## config.mk

```make
export PLATFORM = sky130hd
export DESIGN_NAME = wuss_front
export DESIGN_NICKNAME = d
export VERILOG_FILES = /design/src/design/weighted_unit_service_scheduler_macros.svh /design/src/design/wuss_pkg.sv /design/src/design/wuss_front.sv
export SDC_FILE = /design/constraint.sdc
export NUM_CORES = 1
export LEC_CHECK = 0
export BUFFER_PORTS_ARGS = -buffer_cell sky130_fd_sc_hd__buf_2
export CAP_MARGIN = 25
export CORE_AREA = 10 10 113 115
export DETAILED_ROUTE_END_ITERATION = 10
export DIE_AREA = 0 0 123 125
export PLACE_DENSITY = 0.47
export SYNTH_ARGS = -nofsm -noshare
export SYNTH_HDL_FRONTEND = slang
export SYNTH_SLANG_ARGS = --single-unit
```

## constraint.sdc

```tcl
create_clock -name clk -period 1.65 [get_ports clk]
set_input_delay 0.0825 -clock clk [delete_from_list [all_inputs] [get_ports clk]]
set_output_delay 0.0825 -clock clk [all_outputs]
set_load 0.005 [all_outputs]
```

## src/design/weighted_unit_service_scheduler_macros.svh

```systemverilog
// Assertion helpers shared by the scheduler modules.
`ifndef WEIGHTED_UNIT_SERVICE_SCHEDULER_MACROS_SVH
`define WEIGHTED_UNIT_SERVICE_SCHEDULER_MACROS_SVH

// Assert that a condition implies another one in the same cycle.
`define WUSS_ASSERT_IMP(label, clk, rst, a, b) \
  label: assert property (@(posedge clk) disable iff (rst) (a) |-> (b)) \
    else $error("assertion failed");

// Assert that a condition implies another one in the next cycle.
`define WUSS_ASSERT_NEXT(label, clk, rst, a, b) \
  label: assert property (@(posedge clk) disable iff (rst) (a) |=> (b)) \
    else $error("assertion failed");

`endif

```

## src/design/wuss_pkg.sv

```systemverilog
package wuss_pkg;

  localparam int HeapDepth = 1024;
  localparam int AddrW = $clog2(HeapDepth);
  localparam int CountW = AddrW + 1;
  localparam int CostW = 42;
  localparam int QueueDepth = 2;
  localparam int QueueAw = $clog2(QueueDepth);

  localparam logic KIND_ARRIVAL = 1'b0;
  localparam logic KIND_TICK = 1'b1;

  // One classified request as it travels from the front to the back.
  typedef struct packed {
    logic        kind;
    logic [15:0] units;
    logic [15:0] weight;
  } req_t;

  // One result request.
  typedef struct packed {
    logic              refused;
    logic              served;
    logic [15:0]       served_weight;
    logic [15:0]       served_left;
    logic [10:0]       pending_jobs;
    logic [CostW-1:0]  outstanding_cost;
  } res_t;

endpackage

```

## src/design/wuss_front.sv

```systemverilog
module wuss_front
  import wuss_pkg::*;
(
  input  logic        clk,
  input  logic        rst,
  input  logic        in_valid,
  output logic        in_ready,
  input  req_t        in_req,
  output logic        q_valid,
  input  logic        q_ready,
  output req_t        q_req
);

  req_t                entries [QueueDepth];
  logic [QueueAw-1:0]  wr_ptr;
  logic [QueueAw-1:0]  rd_ptr;
  logic [QueueAw:0]    fill;

  logic push;
  logic pop;

  assign in_ready = (fill != (QueueAw+1)'(QueueDepth));
  assign q_valid = (fill != '0);
  assign q_req = entries[rd_ptr];
  assign push = in_valid && in_ready;
  assign pop = q_valid && q_ready;

  // Request queue storage.
  always_ff @(posedge clk) begin
    if (push) begin
      entries[wr_ptr] <= in_req;
    end
  end

  // Queue pointers and fill count.
  always_ff @(posedge clk) begin
    if (rst) begin
      wr_ptr <= '0;
      rd_ptr <= '0;
      fill <= '0;
    end else begin
      if (push) wr_ptr <= wr_ptr + 1'b1;
      if (pop) rd_ptr <= rd_ptr + 1'b1;
      if (push && !pop) fill <= fill + 1'b1;
      else if (pop && !push) fill <= fill - 1'b1;
    end
  end

endmodule

```

==> results of run 1 <==
synthesized netlist by cell type, drive strengths merged, types with 2 or more instances:
cell    number  area [µm²]
mux2        33         372
buf          4        20.0
nor2         3        11.3
dfxtp        5         100
o21ai        2        10.0
xor2         3        26.3
edfxtp      66        1980
a21oi        2        10.0
routing by layer:
layer  vias up  global-route usage (%)
met1       727                    8.31
met2        42                    11.8
met4         0                    2.47
met5         -                       0
li1        722                       -
met3         6                    4.28
worst max-delay path: stages (launching register included):
cell,delay [ns]
dfxtp_1,0.35
nand2b_1,0.16
and2_1,0.16
ha_1,0.32
or3_1,0.36
a21oi_1,0.13
registers in the layout (all words and copies together) (netlist names), named ones only:
signal / count
fill: 2
entries: 66
wr_ptr: 1
rd_ptr: 1
metrics by stage:
stage          util [%]  hold WS, ns
6_report           35.2       0.0851
5_1_grt            35.2       0.0953
4_1_cts            35.2       0.0618
3_5_place_dp       30.0        0.274
3_3_place_gp       30.0        0.274
2_1_floorplan         -        0.152
worst min path at each step:
stage / slack [ns] / to / cells past startpoint / from
after floorplan: 0.15 / fill[1] / 1 / rst
after detailed placement: 0.27 / entries[1][7] / 1 / in_req[7]
after global placement: 0.27 / entries[0][29] / 1 / in_req[29]
after CTS: 0.06 / wr_ptr / 3 / in_valid
after global routing: 0.1 / wr_ptr / 3 / in_valid
final: 0.09 / wr_ptr / 3 / in_valid
logic make-up after synthesis:
| family | after synthesis | synth area share [%] |
|---|---|---|
| xor gates and xnor gates | 3 | 1.01 |
| buffers and inverters | 5 | 0.916 |
| adders and majority gates | 1 | 0.482 |
| AOI/OAI and AO/OA | 5 | 1.16 |
| muxes | 33 | 14.3 |
| and+or+nand+nor | 9 | 1.93 |
| DFF | 71 | 80.2 |
power breakdown:
group / internal [µW] / total (µW) / leakage [µW] / switching (µW)
Clock: 840 / 1450 / 0.000105 / 614
Sequential: 2250 / 2320 / 0.000658 / 70.0
Combinational: 683 / 1270 / 0.000625 / 592
Total: 3770 / 5050 / 0.00139 / 1280
layout make-up:
type | count | area, µm² | share of cell area [%]
sequential | 71 | 2080 | 55.8
timing repair buffer | 109 | 763 | 20.5
multi-input combinational | 51 | 492 | 13.2
tap | 140 | 175 | 4.70
clock buffer | 9 | 124 | 3.32
clock inverter | 6 | 86.3 | 2.31
inverter | 1 | 7.51 | 0.201
==> metrics.yaml, run 1 <==
critical_path:
  required_ns: 1.92
  startpoint: "fill[0]"
  critPathLaunchType: "flip-flop"
  reg2reg_to: "fill[1]"
  endpoint_kind: "flip-flop"
  r2r_start: "fill[0]"
  reg2reg_setup_slack_ns: 0.11
  cp.arrival_ns: 1.80
  cp_max_fo: 5
  crit_type: "reg -> reg"
  r2r_cells: 5
  worstSetupEndpoint: "fill[1]"
clock_network:
  cts_made_buffers: 9
  ctsResizeCount: 0
  cts_root_buf: "clkbuf_8"
  hold_buffers: 34
  clkLatencyLatePin_ns: 0.33
  cts.sinks: 71
  cts_buffer_depth: 2
  htree_num_levels: 3
  cts_tree: "built"
  clk_pin_slew_ns: 0.07
  postCtsSetupRepairBufs: 0
sta:
  slew_headroom_pct: 79.9
  clock_skew_ns: 0.00573
  finalCritPeriodShare_pct: 93.1
  layout_setup_ws_ns: 0.113
  fin_crit_ns: 1.54
  tns_ns: 0
  rsz0062_at_grt: "no"
  setup_violations: 0
  drv_slew: 0
  maxClockFrequency_mhz: 651
  finalHoldViolations: 0
  tightest_slew_ns: 0.298
route:
  drt-met1-wl_um: 2380
  finalWirelength_um: 5620
  drcViolationCount: 0
  dr.pass1.iters: 2
  via_count: 1497
  vias_per_cell: 3.87
  route.antenna.remaining_nets: 0
  met2WireLength_um: 2700
  top_layer: "met4"
  wl_per_cell_um: 14.5
  met3WireLength_um: 466
  drtIter0Drc: 50
cells_and_area:
  nFillCells: 1027
  fin_area_um2: 3730
  layout_commonest_cell: "buf_2"
  final_layout_size_suffix_gt1_share_pct: 51.4
  syn_to_final_growth_pct: 43.7
  layout_common_cells: "71 x buf_2, 66 x edfxtp_1, 34 x dlygate4sd3_1"
  diodes: 0
  fin_cells: 387
  final_nets: 281
synthesis:
  synthCells: 127
  ys_ff_latch: 71
  postSynthAreaPerCell_um2: 20.4
  synth.yosys.seq_area_share_pct: 80.2
  synth_ff_type: "edfxtp_1"
  synth-edff-count: 66
  netlist-cell-type-count: 17
  synth_area_um2: 2600
  ys_warn_count: 0
  syn-num-nets: 165
  async_reset_ff_share_pct: 0
floorplanning:
  fp.dieArea_um2: 15400
  die_y_um: 125
  row_count: 38
  start_util_pct: 24.5
  die_width_um: 123
  core_region_area_um2: 10600
  pin_count: 72
power:
  pwr_density_cell_nw_per_um2: 1350
  vdd_ir_drop_max_uv: 659
  p_leak_uw: 0.00139
  p_total_uw: 5050
place:
  portBuffers: 71
  dp_hpwl_um: 3540
  gp_congestion: 0.642
  place_inst: 338
  place_area_um2: 3180
  dp_slack_ns: 0.119
grt:
  grt_pass1_vias: 1637
  grt_max_degree: 34
  grt_first_pass_wirelength_um: 8630
  overflow: 0
  grt_usage_pct: 7.49
  antenna_found_initial: 0
run:
  max-cap-violations: 0
run_status:
  outcome: "complete, no violations"
min_path:
  hold_path.class: "in -> reg"
Note: power is estimated with default switching activity, not from simulation.
==> inputs of run 2 (changes only) <==
- ABC_AREA: not set -> 1
- CORE_AREA: 10 10 113 115 -> 10 10 117 119
- CTS_BUF_LIST: not set -> sky130_fd_sc_hd__clkbuf_8
- DIE_AREA: 0 0 123 125 -> 0 0 127 129
- GPL_ROUTABILITY_DRIVEN: not set -> 1
==> run 2 against run 1 <==
  * Sequential power hardly changed
  * Hold slack worse by 0.054 ns
  * Clock skew is 0.0024 ns higher
  * Combinational power is 11% higher
  * Register-to-register slack better by 0.22 ns
  * Clock-buffer cell count stayed put
  * First-iteration DRC count is 22% higher
  * Critical endpoint is now q_req[17]
  * Largest cell class unchanged
  * Largest power group unchanged
==> metrics.yaml, run 2 <==
run_status:
  outcome: "complete, no violations"
critical_path:
  reg2reg_setup_slack_ns: 0.33  # +0.22 ns
  crit_type: "reg -> out"
  r2r_start: "fill[0]"
  cp_max_fo: 16  # +11
  critPathLaunchType: "flip-flop"
  required_ns: 1.57  # -0.35 ns
  r2r_cells: 10  # +5
  endpoint_kind: "primary output"
  reg2reg_to: "fill[1]"
  cp.arrival_ns: 1.47  # -0.33 ns
grt:
  antenna_found_initial: 0  # unchanged
  grt_pass1_vias: 1699  # +3.8%
  grt_first_pass_wirelength_um: 8550  # -0.88%
  overflow: 0  # unchanged
  grt_max_degree: 18  # -47%
  grt_usage_pct: 6.78  # -0.71 points
power:
  pwr-share-seq_pct: 46.6  # +0.6 points
  switching_share_pct: 26.0  # +0.69 points
  power.internal_uw: 3730  # -1.2%
  pwr_density_cell_nw_per_um2: 1300  # -4.0%
  power_frac_comb_pct: 28.1  # +2.9 points
  p_leak_uw: 0.00155  # +11%
  vdd_ir_drop_max_uv: 544  # -18%
  p_switching_uw: 1310  # +2.4%
  clkPwrFrac_pct: 25.3  # -3.5 points
clock_network:
  cts_buffer_depth: 2  # unchanged
  cts_root_buf: "clkbuf_8"
  clk_pin_slew_ns: 0.07  # about the same
  clkLatencyLatePin_ns: 0.33  # about the same
  postCtsSetupRepairBufs: 0  # unchanged
  cts_tree: "built"
  cts.sinks: 71  # unchanged
  htree_num_levels: 3  # unchanged
  cts_made_buffers: 9  # unchanged
place:
  place_area_um2: 3360  # +5.6%
  dp_slack_ns: 0.337  # +0.218 ns
  gp_congestion: 0.723  # +13%
  dp_hpwl_um: 3700  # +4.6%
  place_inst: 357  # +5.6%
  portBuffers: 71  # unchanged
sta:
  finalCritPeriodShare_pct: 93.8  # +0.70 points
  rsz0062_at_grt: "no"
  finalHoldViolations: 0  # unchanged
  drv_slew: 0  # unchanged
  maxClockFrequency_mhz: 646  # -0.74%
  clock_skew_ns: 0.00818  # +0.00245 ns
  setup_violations: 0  # unchanged
  layout_setup_ws_ns: 0.102  # -0.0115 ns
  fin_crit_ns: 1.55  # +0.0115 ns
  slew_headroom_pct: 78.7  # -1.2 points
  tightest_slew_ns: 0.319  # +0.0215 ns
  tns_ns: 0  # unchanged
synthesis:
  synth_ff_type: "edfxtp_1"
  synth_common_cells: "66 x edfxtp_1, 30 x mux2_4, 9 x nand2_1"
  synth_top_area_share_pct: 71.4  # -5.0 points
  netlist-cell-type-count: 14  # -3
  yosysMostFrequentCell: "edfxtp_1"
  postSynthAreaPerCell_um2: 19.8  # -3.0%
  ys_warn_count: 0  # unchanged
  syn-num-nets: 178  # +7.9%
  async_reset_ff_share_pct: 0  # unchanged
  synth-edff-count: 66  # unchanged
  ys_ff_latch: 71  # unchanged
  synth_area_um2: 2780  # +6.9%
  synthCells: 140  # +10%
  synth_top_area_cell: "edfxtp_1"
  synth.yosys.seq_area_share_pct: 75.0  # -5.2 points
  synthTopCellsByArea: "edfxtp_1 71%, mux2_4 16%, dfxtp_1 3.6%"
min_path:
  min_from: "rst"
  hold_depth: 4  # +1
  holdPathEnd: "fill[1]"
  hold_path.class: "in -> reg"
run:
  max-cap-violations: 0  # unchanged
cells_and_area:
  layout_commonest_cell: "buf_2"
  fin_cells: 406  # +4.9%
  largest_reg_flops: 66  # unchanged
  diodes: 0  # unchanged
  final_layout_size_suffix_gt1_share_pct: 48.3  # -3.1 points
  nFillCells: 1124  # +9.4%
  layout_common_cells: "71 x buf_2, 66 x edfxtp_1, 33 x dlygate4sd3_1"
  fin_area_um2: 3870  # +3.9%
  syn_to_final_growth_pct: 39.6
  top_register: "entries"
  final_nets: 296  # +5.3%
  reg_top3: "entries x66, fill x2"
floorplanning:
  fp.dieArea_um2: 16400  # +6.6%
  start_util_pct: 24.5  # +0.038 points
  die_width_um: 127  # +3.3%
  core_region_area_um2: 11300  # +6.8%
  die_y_um: 129  # +3.2%
  row_count: 39  # +2.6%
  pin_count: 72  # unchanged
route:
  finalWirelength_um: 5300  # -5.6%
  dr.pass1.iters: 4  # +2
  drtIter0Drc: 61  # +22%
  wl_per_cell_um: 13.1  # -10%
  route.antenna.remaining_nets: 0  # unchanged
  drcViolationCount: 0  # unchanged
  via_count: 1551  # +3.6%
  vias_per_cell: 3.82  # -1.2%
==> run 2: changes by cell type in the layout (fill, tap and decap cells not counted), sizes merged, moves of 2 or more <==
cell   previous run  this run
inv               0        11
nand2             0         9
nor2              3         7
buf              75        78
xor2              3         0
nand3             0         2
==> run 2: how the worst max path moves through the flow <==
stage / from / slack (ns) / to / cells past startpoint
after global placement: fill[0] / 0.34 / entries[1][7] / 6
after global routing: flip-flop / 0.0004 / q_req[17] / 3
after detailed placement: fill[0] / 0.34 / fill[1] / 10
after floorplan: fill[0] / -0.20 / entries[0][0] / 4
after CTS: flip-flop / 0.05 / q_req[13] / 3
final: flip-flop / 0.10 / q_req[17] / 3
==> run 2: cell families after synthesis <==
family | after synthesis | synth area share [%]
mux | 33 | 17.4
flops | 71 | 75.0
fa+ha+maj | 1 | 0.451
simple gates | 19 | 2.75
compound gates | 4 | 0.721
buf+inv | 12 | 3.65
==> run 2: timing repair <==
item                                    CTS  global route
hold buffers                             33             0
endpoints found under the hold margin    66             0
endpoints found under the setup margin    0             1
resized for setup                         0             1
==> run 2: power groups by stage <==
stage	Sequential, µW	Clock (µW)	Combinational (µW)
global placement	2380	0	1400
global route	2370	1450	1570
finish	2350	1270	1410
floorplan	2380	0	899
CTS	2350	1350	1470
detailed placement	2390	0	1410
==> run 2: worst max-delay path, stage by stage (launching register included) <==
cell and delay [ns]:
dfxtp_2 0.33, buf_4 0.30, mux2_2 0.37, buf_2 0.13
==> run 2: routing by layer <==
metal / vias to the layer above / GRT usage, % / share of wire, %
met2: 50 / 11.0 / 49
met3: 8 / 4.02 / 8.1
met1: 736 / 7.04 / 41
li1: 757 / - / -
met4: 0 / 2.81 / 1.2
met5: - / 0 / 0
==> run 2: layout make-up <==
type                    instances  area [µm²]  area share (%)
clock buffers                   9         124            3.20
inverters                       8        30.0           0.775
repair buffers                111         792            20.4
well taps                     143         179            4.62
clock inverters                 7        58.8            1.52
flip-flops and latches         71        2080            53.8
multi-input cells              57         608            15.7
==> run 2: metrics by stage <==
stage / total power (µW) / hold slack (ns) / util [%]
2_1_floorplan: 3270 / 0.181 / -
3_3_place_gp: 3780 / 0.271 / 29.7
3_5_place_dp: 3790 / 0.274 / 29.7
4_1_cts: 5160 / 0.0134 / 34.2
5_1_grt: 5400 / 0.0124 / 34.2
6_report: 5030 / 0.0307 / 34.2
==> inputs of run 3 (changes only) <==
- BUFFER_PORTS_ARGS: -buffer_cell sky130_fd_sc_hd__buf_2 -> -buffer_cell sky130_fd_sc_hd__clkbuf_2
- PLACE_DENSITY: 0.47 -> 0.45
- clock period: 1.65 -> 1.7 ns (I/O delays scaled with it)
==> run 3 against run 2 <==
  * Flip-flop and latch count is the same
  * Worst setup slack gained 0.055 ns
  * Clock-buffer cell count is the same
  * Critical path type unchanged
  * Critical endpoint is now q_req[13]
==> metrics.yaml, run 3 (synthesis gave the netlist of run 2 again) <==
route:
  finalWirelength_um: 5800  # +9.4%
  top_layer: "met4"
  route.antenna.remaining_nets: 0  # unchanged
  drcViolationCount: 0  # unchanged
  drt-met1-wl_um: 2460  # +12%
  dr.pass1.iters: 6  # +2
  met3WireLength_um: 422  # -2.1%
  wl_per_cell_um: 14.4  # +11%
  met2WireLength_um: 2820  # +8.0%
  drtIter0Drc: 130  # +110%
  vias_per_cell: 3.84  # +0.41%
  via_count: 1542  # -0.58%
sta:
  fin_crit_ns: 1.54
  tightest_slew_ns: 0.278  # -0.0411 ns
  clock_skew_ns: 0.00359  # -0.00458 ns
  finalCritPeriodShare_pct: 90.8
  layout_setup_ws_ns: 0.157  # +0.0551 ns
  slew_headroom_pct: 81.4  # +2.7 points
  setup_violations: 0  # unchanged
  finalHoldViolations: 0  # unchanged
  drv_slew: 0  # unchanged
  rsz0062_at_grt: "no"
  maxClockFrequency_mhz: 648
place:
  gp_congestion: 0.632  # -13%
  dp_slack_ns: 0.154  # -0.183 ns
  place_inst: 353  # -1.1%
  dp_hpwl_um: 3700  # about the same
  portBuffers: 71  # unchanged
clock_network:
  cts_buffer_depth: 2  # unchanged
  cts_root_buf: "clkbuf_8"
  clkLatencyLatePin_ns: 0.34  # about the same
  cts.sinks: 71  # unchanged
  clk_pin_slew_ns: 0.07  # about the same
  htree_num_levels: 3  # unchanged
  cts_made_buffers: 9  # unchanged
  cts_tree: "built"
critical_path:
  endpoint_kind: "primary output"
  crit_buf_inv: 2  # unchanged
  reg2reg_setup_slack_ns: 0.23  # -0.10 ns
  worstPathCellList: "buf_12 > mux2_2 > clkbuf_2"
  cp_top_family: "buffers and inverters"
  cp_slowest_cell: "mux2_2"
  cp_max_fo: 33  # +17
  crit_cells: 3  # unchanged
  cp.arrival_ns: 1.46  # about the same
  slowest_delay_ns: 0.37  # about the same
  r2r_cells: 10  # unchanged
  critPathLaunchType: "flip-flop"
  required_ns: 1.62  # +0.05 ns
  crit_type: "reg -> out"
grt:
  grt_usage_pct: 7.17  # +0.38 points
  overflow: 0  # unchanged
  grt_pass1_vias: 1700  # +0.059%
  antenna_found_initial: 0  # unchanged
  grt_max_degree: 34  # +16
  grt_first_pass_wirelength_um: 8970  # +4.9%
cells_and_area:
  layout_commonest_cell: "clkbuf_2"
  final_layout_size_suffix_gt1_share_pct: 48.3  # about the same
  final_nets: 292  # -1.4%
  syn_to_final_growth_pct: 38.2
  top_register: "entries"
  diodes: 0  # unchanged
  layout_common_cells: "71 x clkbuf_2, 66 x edfxtp_1, 33 x dlygate4sd3_1"
  fin_cells: 402  # -0.99%
  largest_reg_flops: 66  # unchanged
  reg_top3: "entries x66, fill x2"
power:
  power_frac_comb_pct: 27.4  # -0.7 points
  clkPwrFrac_pct: 26.3  # +1.0 points
  switching_share_pct: 27.0  # +1.1 points
  p_switching_uw: 1330  # +1.8%
  pwr_density_cell_nw_per_um2: 1280  # -1.3%
  vdd_ir_drop_max_uv: 507  # -6.7%
  p_leak_uw: 0.00154  # -0.62%
  pwr-share-seq_pct: 46.3  # -0.3 points
  power.internal_uw: 3590  # -3.7%
floorplanning:
  pin_count: 72  # unchanged
  row_count: 39  # unchanged
  core_region_area_um2: 11300  # unchanged
  start_util_pct: 24.5  # unchanged
  fp.dieArea_um2: 16400  # unchanged
  die_width_um: 127  # unchanged
  die_y_um: 129  # unchanged
run_status:
  outcome: "complete, no violations"
run:
  max-cap-violations: 0  # unchanged
min_path:
  hold_path.class: "in -> reg"
  hold_depth: 4  # unchanged
run 3: path summary, 6_finish.rpt:
| kind | start | to |
|---|---|---|
| min reg2reg | rd_ptr | rd_ptr |
| max | flip-flop | q_req[13] |
| max reg2reg | fill[0] | fill[1] |
| min | rst | fill[1] |
run 3: power by group through the flow:
stage / Sequential, µW / Clock (µW) / Combinational [µW]
final: 2280 / 1290 / 1350
after global routing: 2300 / 1440 / 1500
after CTS: 2280 / 1350 / 1400
after detailed placement: 2320 / 0 / 1330
after global placement: 2310 / 0 / 1330
after floorplan: 2310 / 0 / 873
run 3: final cells by class:
| cell class | instances | area [µm²] |
|---|---|---|
| Multi-Input combinational cell | 57 | 611 |
| Tap cell | 143 | 179 |
| Clock buffer | 9 | 124 |
| Fill cell | 1121 | 7480 |
| Timing Repair Buffer | 107 | 746 |
| Inverter | 8 | 30.0 |
| Clock inverter | 7 | 65.1 |
| Sequential cell | 71 | 2080 |
run 3: metrics by stage:
stage | total power (µW) | TNS, ns | instance area, µm² | hold WS [ns] | utilization [%]
floorplan | 3180 | -10.21 | 2780 | 0.184 | -
global placement | 3640 | 0 | 3320 | 0.275 | 29.3
detailed placement | 3650 | 0 | 3320 | 0.280 | 29.3
CTS | 5030 | 0 | 3830 | 0.000288 | 33.9
global route | 5230 | 0 | 3840 | 0.0402 | 33.9
finish | 4920 | 0 | 3840 | 0.0184 | 33.9
run 3: repair_timing:
item / in CTS / in global routing
hold buffers: 33 / 0
buffers inserted: 0 / 0
hold endpoints to repair: 66 / 0
gates resized for setup: 0 / 1
setup endpoints to repair: 0 / 1
run 3: routing by layer:
metal,GRT usage (%),vias up
met5,0,-
met4,4.22,0
met3,3.45,9
met2,11.5,46
met1,7.55,739
li1,-,748
run 3: worst register-to-register path, stage by stage, from the launching register on:
cell and delay (ns):
dfxtp_1 0.31, inv_1 0.11, nand2_1 0.10, nand2_2 0.15, inv_1 0.09, ha_1 0.32, inv_1 0.08, nand3_1 0.08
nand2_1 0.06, inv_1 0.03, nor2_1 0.08
